<file path="config.mk">
export PLATFORM = sky130hd
export DESIGN_NAME = touch_gesture_event_classifier_unit
export DESIGN_NICKNAME = d
export VERILOG_FILES = /design/src/rtl/tgec_pkg.sv /design/src/rtl/tgec_classify.sv /design/src/rtl/tgec_result_fifo.sv /design/src/rtl/touch_gesture_event_classifier_unit.sv
export SDC_FILE = /design/constraint.sdc
export NUM_CORES = 1
export LEC_CHECK = 0
export ABC_AREA = 0
export BUFFER_PORTS_ARGS = -buffer_cell sky130_fd_sc_hd__buf_2
export CORE_ASPECT_RATIO = 1.4
export CORE_MARGIN = 2
export CORE_UTILIZATION = 50
export CTS_CLUSTER_DIAMETER = 60
export DETAILED_ROUTE_END_ITERATION = 7
export PLACE_DENSITY = 0.68
export SYNTH_ARGS = -nofsm -noshare
export SYNTH_HDL_FRONTEND = slang
export SYNTH_HIERARCHICAL = 1
export SYNTH_SLANG_ARGS = --single-unit
</file>
<file path="constraint.sdc">
create_clock -name clk -period 9.53 [get_ports clk]
set_input_delay 1.906 -clock clk [delete_from_list [all_inputs] [get_ports clk]]
set_output_delay 1.906 -clock clk [all_outputs]
set_load 0.03 [all_outputs]
</file>
<file path="src/rtl/tgec_pkg.sv">
`timescale 1ns / 1ps
`default_nettype none
// ----------------------------------------------------------------------------
// tgec_pkg
// Shared types and constants for the touch gesture event classifier.
// ----------------------------------------------------------------------------
package tgec_pkg;

    // coordinate width of one raw axis value
    localparam int COORD_BITS = 12;

    // event code that marks a finger in contact
    localparam logic [1:0] EVENT_DOWN = 2'd2;

    // result queue sizing
    localparam int RES_FIFO_DEPTH = 4;
    localparam int RES_PTR_BITS   = $clog2(RES_FIFO_DEPTH);
    localparam int RES_CNT_BITS   = $clog2(RES_FIFO_DEPTH + 1);

    // gesture codes
    typedef enum logic [2:0] {
        KIND_TOUCH_DOWN = 3'd0,
        KIND_TOUCH_DRAG = 3'd1,
        KIND_TOUCH_UP   = 3'd2,
        KIND_PINCH_DOWN = 3'd3,
        KIND_PINCH_DRAG = 3'd4,
        KIND_PINCH_UP   = 3'd5
    } gesture_kind_t;

    // one controller report
    typedef struct packed {
        logic [1:0]            first_event;
        logic [1:0]            second_event;
        logic [COORD_BITS-1:0] first_x;
        logic [COORD_BITS-1:0] first_y;
        logic [COORD_BITS-1:0] second_x;
        logic [COORD_BITS-1:0] second_y;
    } report_t;

    // one gesture result
    typedef struct packed {
        gesture_kind_t         gesture_kind;
        logic [COORD_BITS-1:0] out_first_x;
        logic [COORD_BITS-1:0] out_first_y;
        logic [COORD_BITS-1:0] out_second_x;
        logic [COORD_BITS-1:0] out_second_y;
        logic                  last;
    } gesture_t;

    // one stored contact point
    typedef struct packed {
        logic [COORD_BITS-1:0] x;
        logic [COORD_BITS-1:0] y;
    } point_t;

    // tracking state kept between reports
    typedef struct packed {
        logic   touch_active;
        logic   pinch_active;
        point_t first_pt;
        point_t second_pt;
    } track_state_t;

    // classifier output: up to two results plus the updated state
    typedef struct packed {
        logic [1:0]   res_cnt;
        gesture_t     res0;
        gesture_t     res1;
        track_state_t next_state;
    } class_out_t;

    // result queue status
    typedef struct packed {
        logic [RES_CNT_BITS-1:0] count;
        logic                    room_for_two;
    } fifo_status_t;

endpackage
`default_nettype wire

</file>
<file path="src/rtl/tgec_classify.sv">
`timescale 1ns / 1ps
`default_nettype none
// ----------------------------------------------------------------------------
// tgec_classify
// Decodes one report against the tracking state and gives up to two
// gesture results together with the updated state.
// ----------------------------------------------------------------------------
module tgec_classify (
    input  wire tgec_pkg::report_t      report,
    input  wire tgec_pkg::track_state_t cur_state,
    output tgec_pkg::class_out_t        cls
);

    // build a result from a kind and the stored points
    function automatic tgec_pkg::gesture_t make_result(
        input tgec_pkg::gesture_kind_t kind,
        input tgec_pkg::track_state_t  s
    );
        tgec_pkg::gesture_t r;
        r.gesture_kind = kind;
        r.out_first_x  = s.first_pt.x;
        r.out_first_y  = s.first_pt.y;
        r.out_second_x = s.second_pt.x;
        r.out_second_y = s.second_pt.y;
        r.last         = 1'b0;
        return r;
    endfunction

    logic              down1;
    logic              down2;
    tgec_pkg::point_t  pt1;
    tgec_pkg::point_t  pt2;

    // contact decode
    assign down1 = (report.first_event == tgec_pkg::EVENT_DOWN);
    assign down2 = (report.second_event == tgec_pkg::EVENT_DOWN);
    assign pt1   = '{x: report.first_x, y: report.first_y};
    assign pt2   = '{x: report.second_x, y: report.second_y};

    // gesture decision and state update
    always_comb
    begin
        cls.res_cnt    = 2'd0;
        cls.res0       = '0;
        cls.res1       = '0;
        cls.next_state = cur_state;

        if (down1 && down2)
        begin
            if (cur_state.pinch_active)
            begin
                if ((pt1 != cur_state.first_pt) || (pt2 != cur_state.second_pt))
                begin
                    cls.next_state.first_pt  = pt1;
                    cls.next_state.second_pt = pt2;
                    cls.res0    = make_result(tgec_pkg::KIND_PINCH_DRAG, cls.next_state);
                    cls.res_cnt = 2'd1;
                end
            end
            else
            begin
                cls.next_state.pinch_active = 1'b1;
                cls.next_state.first_pt     = pt1;
                cls.next_state.second_pt    = pt2;
                cls.res0    = make_result(tgec_pkg::KIND_PINCH_DOWN, cls.next_state);
                cls.res_cnt = 2'd1;
            end
        end
        else if (down1)
        begin
            if (cur_state.pinch_active)
            begin
                cls.next_state.pinch_active = 1'b0;
                cls.next_state.second_pt    = pt2;
                cls.res0    = make_result(tgec_pkg::KIND_PINCH_UP, cls.next_state);
                cls.res_cnt = 2'd1;
            end
            else if (cur_state.touch_active)
            begin
                if (pt1 != cur_state.first_pt)
                begin
                    cls.next_state.first_pt = pt1;
                    cls.res0    = make_result(tgec_pkg::KIND_TOUCH_DRAG, cls.next_state);
                    cls.res_cnt = 2'd1;
                end
            end
            else
            begin
                cls.next_state.touch_active = 1'b1;
                cls.next_state.first_pt     = pt1;
                cls.res0    = make_result(tgec_pkg::KIND_TOUCH_DOWN, cls.next_state);
                cls.res_cnt = 2'd1;
            end
        end
        else
        begin
            // pinch release comes first, then touch release
            if (cur_state.pinch_active)
            begin
                cls.next_state.pinch_active = 1'b0;
                cls.next_state.second_pt    = pt2;
                cls.res0    = make_result(tgec_pkg::KIND_PINCH_UP, cls.next_state);
                cls.res_cnt = 2'd1;
            end
            if (cur_state.touch_active)
            begin
                cls.next_state.touch_active = 1'b0;
                cls.next_state.first_pt     = pt1;
                if (cur_state.pinch_active)
                begin
                    cls.res1    = make_result(tgec_pkg::KIND_TOUCH_UP, cls.next_state);
                    cls.res_cnt = 2'd2;
                end
                else
                begin
                    cls.res0    = make_result(tgec_pkg::KIND_TOUCH_UP, cls.next_state);
                    cls.res_cnt = 2'd1;
                end
            end
        end

        // mark the final result of the report
        if (cls.res_cnt == 2'd1)
        begin
            cls.res0.last = 1'b1;
        end
        if (cls.res_cnt == 2'd2)
        begin
            cls.res1.last = 1'b1;
        end
    end

endmodule
`default_nettype wire

</file>
<file path="src/rtl/tgec_result_fifo.sv">
`timescale 1ns / 1ps
`default_nettype none
// ----------------------------------------------------------------------------
// tgec_result_fifo
// Small result queue that takes up to two results per cycle and hands
// out one per request on the output channel.
// ----------------------------------------------------------------------------
module tgec_result_fifo (
    input  wire                         clk,
    input  wire                         rst_n,
    input  wire [1:0]                   push_cnt,
    input  wire tgec_pkg::gesture_t     push0,
    input  wire tgec_pkg::gesture_t     push1,
    input  wire                         pop,
    output logic                        not_empty,
    output tgec_pkg::gesture_t          head,
    output tgec_pkg::fifo_status_t      status
);

    localparam int DEPTH  = tgec_pkg::RES_FIFO_DEPTH;
    localparam int PTR_W  = tgec_pkg::RES_PTR_BITS;
    localparam int CNT_W  = tgec_pkg::RES_CNT_BITS;

    tgec_pkg::gesture_t entry_reg [DEPTH];
    logic [PTR_W-1:0]   wr_ptr_reg;
    logic [PTR_W-1:0]   wr_ptr_next;
    logic [PTR_W-1:0]   rd_ptr_reg;
    logic [PTR_W-1:0]   rd_ptr_next;
    logic [CNT_W-1:0]   count_reg;
    logic [CNT_W-1:0]   count_next;
    logic [PTR_W-1:0]   wr_ptr_plus1;

    assign wr_ptr_plus1 = wr_ptr_reg + PTR_W'(1);

    // pointer and fill count update
    always_comb
    begin
        wr_ptr_next = wr_ptr_reg + PTR_W'(push_cnt);
        rd_ptr_next = pop ? (rd_ptr_reg + PTR_W'(1)) : rd_ptr_reg;
        count_next  = count_reg + CNT_W'(push_cnt) - CNT_W'(pop);
    end

    always_ff @(posedge clk or negedge rst_n)
    begin
        if (!rst_n)
        begin
            wr_ptr_reg <= '0;
            rd_ptr_reg <= '0;
            count_reg  <= '0;
        end
        else
        begin
            wr_ptr_reg <= wr_ptr_next;
            rd_ptr_reg <= rd_ptr_next;
            count_reg  <= count_next;
        end
    end

    // entry storage
    always_ff @(posedge clk)
    begin
        if (push_cnt != 2'd0)
        begin
            entry_reg[wr_ptr_reg] <= push0;
        end
        if (push_cnt == 2'd2)
        begin
            entry_reg[wr_ptr_plus1] <= push1;
        end
    end

    // head of queue and status
    assign not_empty           = (count_reg != '0);
    assign head                = entry_reg[rd_ptr_reg];
    assign status.count        = count_reg;
    assign status.room_for_two = (count_reg <= CNT_W'(DEPTH - 2));

endmodule
`default_nettype wire

</file>
<file path="src/rtl/touch_gesture_event_classifier_unit.sv">
`timescale 1ns / 1ps
`default_nettype none
// ----------------------------------------------------------------------------
// touch_gesture_event_classifier_unit
// Turns touch-controller reports into touch and pinch gesture results.
// ----------------------------------------------------------------------------
// Usage:
//   report channel (report_valid / report_stall / report) takes one
//   controller report per request. gesture channel (gesture_valid /
//   gesture_stall / gesture) gives zero, one or two results per report,
//   the final one of a report flagged by gesture.last.
//   A report is held in an input register until it is taken, classified
//   against the touch/pinch flags and stored points, and its results are
//   written into a four-entry result queue. A report request is first
//   registered in the input register, then its results are registered
//   in the queue, and only then does gesture_valid rise.
//   One report is taken every cycle while the queue has room for two
//   results; a report that gives two results needs two pops at the output, so
//   the output port sets the sustained rate in that case.
//   Reset clears the flags, the stored points and the queue.
//   When the receiver stalls, the queue fills and report_stall rises once
//   fewer than two entries are free; nothing is dropped.
// ----------------------------------------------------------------------------
module touch_gesture_event_classifier_unit (
    input  wire                     clk,
    input  wire                     rst_n,
    input  wire                     report_valid,
    output logic                    report_stall,
    input  wire tgec_pkg::report_t  report,
    output logic                    gesture_valid,
    input  wire                     gesture_stall,
    output tgec_pkg::gesture_t      gesture
);

    logic                     in_valid_reg;
    logic                     in_valid_next;
    tgec_pkg::report_t        in_data_reg;
    tgec_pkg::track_state_t   state_reg;
    tgec_pkg::track_state_t   state_next;
    tgec_pkg::class_out_t     cls;
    tgec_pkg::fifo_status_t   fifo_status;
    logic                     take;
    logic                     accept;
    logic                     pop;
    logic [1:0]               push_cnt;

    // handshake control
    assign take         = in_valid_reg && fifo_status.room_for_two;
    assign report_stall = in_valid_reg && !fifo_status.room_for_two;
    assign accept       = report_valid && !report_stall;
    assign pop          = gesture_valid && !gesture_stall;
    assign push_cnt     = take ? cls.res_cnt : 2'd0;

    always_comb
    begin
        in_valid_next = in_valid_reg;
        if (accept)
        begin
            in_valid_next = 1'b1;
        end
        else if (take)
        begin
            in_valid_next = 1'b0;
        end
        state_next = take ? cls.next_state : state_reg;
    end

    // input register and tracking state
    always_ff @(posedge clk or negedge rst_n)
    begin
        if (!rst_n)
        begin
            in_valid_reg <= 1'b0;
            state_reg    <= '0;
        end
        else
        begin
            in_valid_reg <= in_valid_next;
            state_reg    <= state_next;
        end
    end

    always_ff @(posedge clk)
    begin
        if (accept)
        begin
            in_data_reg <= report;
        end
    end

    // classification
    tgec_classify u_classify (
        .report    (in_data_reg),
        .cur_state (state_reg),
        .cls       (cls)
    );

    // result queue
    tgec_result_fifo u_result_fifo (
        .clk       (clk),
        .rst_n     (rst_n),
        .push_cnt  (push_cnt),
        .push0     (cls.res0),
        .push1     (cls.res1),
        .pop       (pop),
        .not_empty (gesture_valid),
        .head      (gesture),
        .status    (fifo_status)
    );

`ifndef SYNTHESIS
    // queue never overfills
    a_fifo_bound: assert property (@(posedge clk) disable iff (!rst_n)
        fifo_status.count <= 3'(tgec_pkg::RES_FIFO_DEPTH))
        else $error("result queue overfilled");

    // a report with results makes the output valid next cycle
    a_result_shows: assert property (@(posedge clk) disable iff (!rst_n)
        (take && (cls.res_cnt != 2'd0)) |=> gesture_valid)
        else $error("result not presented");

    // never more than two results per report
    a_res_cnt: assert property (@(posedge clk) disable iff (!rst_n)
        in_valid_reg |-> (cls.res_cnt != 2'd3))
        else $error("illegal result count");

    // a two-result report is always pinch up followed by touch up
    a_two_results: assert property (@(posedge clk) disable iff (!rst_n)
        (in_valid_reg && (cls.res_cnt == 2'd2)) |->
        (state_reg.pinch_active && state_reg.touch_active))
        else $error("two results without both gestures active");
`endif

endmodule
`default_nettype wire
</file>
# == Word level (Yosys, flattened, before mapping) ==
# Memory sizes are Yosys's and may differ from the RTL's.
# Cells that the tools add are included.
# word_totals
register_bits,110
ram_bits,208
input_bits,56
output_inout_bits,54
n_memories,1
# classes
n_addsub,5
n_lt_le_gt_ge,1
eq_ne,11
muxes,33
bitwise_logic,1
reduce_logical,16
# memory_table
name,words,width,rd,rd_clocked_by_memory_dff,write_ports,line,text
u_result_fifo.entry_reg,4,52,1,0,2,tgec_result_fifo.sv:24,tgec_pkg::gesture_t entry_reg [DEPTH];
# op_table
op,n
$mux 53,6
$mux 54,3
$mux 24,5
$mux 107,1
$mux 52,2
$mux 48,2
$mux 51,1
$mux 50,1
$mux 49,1
$ne 24x24->1,2
$mux 1,9
$eq 2x2->1 const B,4
$ne 3x3->1 const B,2
$reduce_bool 3->1,2
$logic_and 1x1->1,5
$reduce_and 5->1,1
$add 2x1->2 const B,2
$mux 2,2
$ne 4x4->1 const B,1
$reduce_bool 2->1,2
$add 3x2->3,1
$le 3x2->1 const B,1
$logic_not 1->1,3
$reduce_and 3->1,1
other kinds (7),7

# == Logic depth before layout (Yosys ltp) ==
# logic_depth
ltp_word,10
ltp_mapped,13
mapped_depth_nobuf,10

# == Modules after synthesis ==
# The synthesis kept the hierarchy.
# by_module_without_submodules
module,n_inst,cells_each,area_per_inst_um2
tgec_result_fifo,1,543,10480.1
touch_gesture_event_classifier_unit,1,166,3519.6
tgec_classify,1,468,2947.8

# == Worst setup path after synthesis ==
# No wires, ideal clock.
# synth_timing
path_kind,register -> register
start,register state_reg[48] (netlist name)
end,"memory u_result_fifo/entry_reg[0][0] (netlist name), enable pin"
setup_ps,539
t_arrival_ps,6224
t_required_ps,8991
setup_slack_ps,2767
stages_incl_launch_ff,10
path_buffers,3
synth_period_minus_slack_ps,6763
cell_sequence,dfrtp_1 > inv_1 > clkbuf_1 > buf_1 > buf_1 > ha_1 > o22ai_1 > and3_1 > nor2_1 > o31ai_1
# synth_rtl
item,line,text
from (decl),touch_gesture_event_classifier_unit.sv:38,tgec_pkg::track_state_t state_reg;
from (signal assigned),touch_gesture_event_classifier_unit.sv:79,state_reg <= state_next;
to (decl),tgec_result_fifo.sv:24,

==> out/summary.txt <==
outcome: complete, no violations
Reg-to-Reg End: u_result_fifo/entry_reg[2][22]$_DFFE_PP_
Area Overhead vs Synth: 11.71%
Tcrit/Tclk final: 0.4998
Post-Route Skew: 0.01918 ns
I/O pin count: 110
DR vias: 10,210
Clock Power Share: 0.219
Largest register FFs: 208
Worst Hold Class: flip-flop to flip-flop
switch share: 0.3589
Int Pwr: 3.964 mW
Final Hold Violating Endpoints: 0
crit path to: gesture[1]
area leader, netlist: edfxtp_1
die width: 159.6 µm
initial core utilization: 0.5088
Syn Area/Cell: 14.40 µm²
RSZ-0062 raised after global routing: no
max-slew violations: 0
Post-Syn Area: 16,950 µm²
Setup CP Type: flip-flop to output pin
Clk Latency, worst-skew pair: 0.54 ns
register bit total from synthesis: 318
DRT antenna net count: 0
R2R depth: 9
cts bufs inserted: 35
most frequent cell after synthesis: edfxtp_1
clock root cell: clkbuf_16
ant diodes: 0
share of cells above drive strength 1: 0.4157
Sink Count: 318
via/cell ratio: 5.892
initial antenna violation count: 0
gr usage total: 0.2304
Leak: 6.877 nW
Post-synth EDFFs: 260
switching power: 2.219 mW
DIE HEIGHT: 221.8 µm
fin util: 0.5683
first-pass GRT wire length: 62,860 µm
slowest CP cell: buf_4
ys async rst share: 0.1824
total congestion overflow: 0
Commonest cells post-synth: 260 x edfxtp_1, 248 x mux2_2, 79 x nand2_1
Worst Max-Slew Pin Slew: 1.161 ns
WL per Instance: 23.36 µm
top-area cell type share of the netlist area: 0.4607
overall die area: 35,400 µm²
Core Rows: 79
Residual DRC: 0
critical path arrival: 2.86 ns
ys flop type: edfxtp_1
min Tclk post-route: 4.763 ns
setup violators final: 0
Logic pwr share: 0.412
post-CTS setup buffers: 0
endpoint class of the critical path: output pin
CTS tree: built
sequential share of the synthesized area: 0.5463
PortBufs: 109
vias in the first global route: 10,710
Filler cells: 2,721
Initial DRT Pass Iterations: 5
total negative setup slack: 0 ns
DR iter-0 viols: 712
CTS clock-pin slew for the worst setup and hold paths: 0.06 ns
Max-Cap Viols: 0
slowest stage delay, CP: 0.71 ns
VDD IR max: 0.1779 mV
Synth Warn #: 6
Reg-to-Reg Start: in_data_reg[51]$_DFFE_PP_
CTS Hold Buffers Added: 0
Layout Nets: 1,324
placer congestion estimate: 0.8175
htree depth: 2
Final Routed Wirelength: 40,460 µm
largest net degree at the start of global routing: 59
Sequential Power Share: 0.369
core area: 33,310 µm²
pwr dens: 326.6 nW/µm²
Synth area leaders: edfxtp_1 46%, mux2_2 16%, dfrtp_1 8.6%
Max Fclk: 210.0 MHz
hpwl dp: 24,340 µm
CP required: 7.62 ns
Setup crit start: u_result_fifo/rd_ptr_reg[0]$_DFFE_PN0P_
post-synth cell types: 51
crit-path max FO: 35
crit-path cells: buf_4 > mux4_2 > buf_2
headroom to the max-slew limit: 0.2262
Clock Path Buffers: 3
post-CTS resize count: 0
flop2flop setup slack: 4.81 ns
Cells after Synth: 1,177
CP startpoint kind: flip-flop
worst max-delay path, delay by kind of cell (launching register included):
| family | cells | cell delay (ns) |
|---|---|---|
| buffers and inverters | 2 | 0.92 |
| DFF | 1 | 0.70 |
| muxes | 1 | 0.66 |
worst min-delay path by stage:
stage | startpoint | end | slack [ns] | depth (start not counted)
6_report | state_reg[45]$_DFFE_PN0P_ | state_reg[45]$_DFFE_PN0P_ | 0.58 | 1
5_1_grt | state_reg[4]$_DFFE_PN0P_ | state_reg[4]$_DFFE_PN0P_ | 0.59 | 1
4_1_cts | state_reg[45]$_DFFE_PN0P_ | state_reg[45]$_DFFE_PN0P_ | 0.57 | 1
3_5_place_dp | state_reg[45]$_DFFE_PN0P_ | state_reg[45]$_DFFE_PN0P_ | 0.56 | 1
3_3_place_gp | state_reg[32]$_DFFE_PN0P_ | state_reg[32]$_DFFE_PN0P_ | 0.55 | 1
2_1_floorplan | u_result_fifo/wr_ptr_reg[0]$_DFF_PN0_ | u_result_fifo/wr_ptr_reg[0]$_DFF_PN0_ | 0.49 | 1
per-stage QoR:
stage | hold slack (ns) | cell area [µm²] | power (mW) | setup WS (ns) | instances
finish | 0.5758 | 18930 | 6.182 | 4.767 | 1732
global route | 0.5943 | 18930 | 6.510 | 4.422 | 1732
CTS | 0.5746 | 18930 | 6.250 | 4.658 | 1732
detailed placement | 0.5627 | 17790 | 4.872 | 4.886 | 1668
global placement | 0.5526 | 17790 | 4.815 | 4.954 | 1668
floorplan | 0.4883 | 16950 | 4.223 | 2.767 | 1178
cell type report:
cell class	instances	area, µm²	area share
timing repair buffer	131	710.7	0.03754
clock buffer	47	960.9	0.05076
tap	445	556.8	0.02941
sequential	318	9266	0.4895
inverter	58	217.7	0.01150
multi-input combinational	716	7041	0.3719
clock inverter	17	178.9	0.009451
power groups by stage:
stage	combinational [mW]	sequential (mW)	clock [mW]
global placement	2.52	2.30	0
detailed placement	2.56	2.31	0
floorplan	2.07	2.15	0
CTS	2.58	2.28	1.39
global route	2.75	2.32	1.44
finish	2.55	2.28	1.35
cells by family after synthesis:
| family | synth area share |
|---|---|
| fa+ha+maj | 0.006349 |
| other cells | 0.0002213 |
| buf+inv | 0.04238 |
| flops | 0.5463 |
| mux | 0.2637 |
| compound gates | 0.05153 |
| xor+xnor | 0.02791 |
| simple gates | 0.06157 |
layer usage:
layer | wire, µm | vias to the layer above | share of wire | global-route usage
met5 | 0 | - | 0 | 0
met4 | 924 | 0 | 0.023 | 0.07185
met3 | 1926 | 56 | 0.048 | 0.02787
met2 | 21990 | 286 | 0.54 | 0.4315
met1 | 15610 | 5197 | 0.39 | 0.2745
li1 | - | 4666 | - | -
layout by cell type, fill, tap and decap left out, types with 2 or more instances in the layout:
cell and instances:
a21oi_1 3, xnor2_1 53, ha_1 7, inv_6 6
o31ai_1 26, nor3_1 27, edfxtp_1 260, nand2_1 79
clkinv_2 5, clkbuf_16 35, conb_1 2, nor2_1 7
o221ai_1 26, a211oi_1 2, nor2b_1 27, nand4_1 14
clkbuf_1 8, bufinv_16 3, mux2_4 33, mux2_2 248
and3_1 3, mux4_2 52, nor2_4 2, o311ai_0 24
clkinv_1 3, o31ai_4 2, clkbuf_8 4, and2_1 25
inv_1 56, buf_2 109, dfrtp_1 56, o21ai_0 27
dfrtp_4 2, inv_2 2, nand2b_1 4, buf_4 22
(Power assumes the default switching activity.)
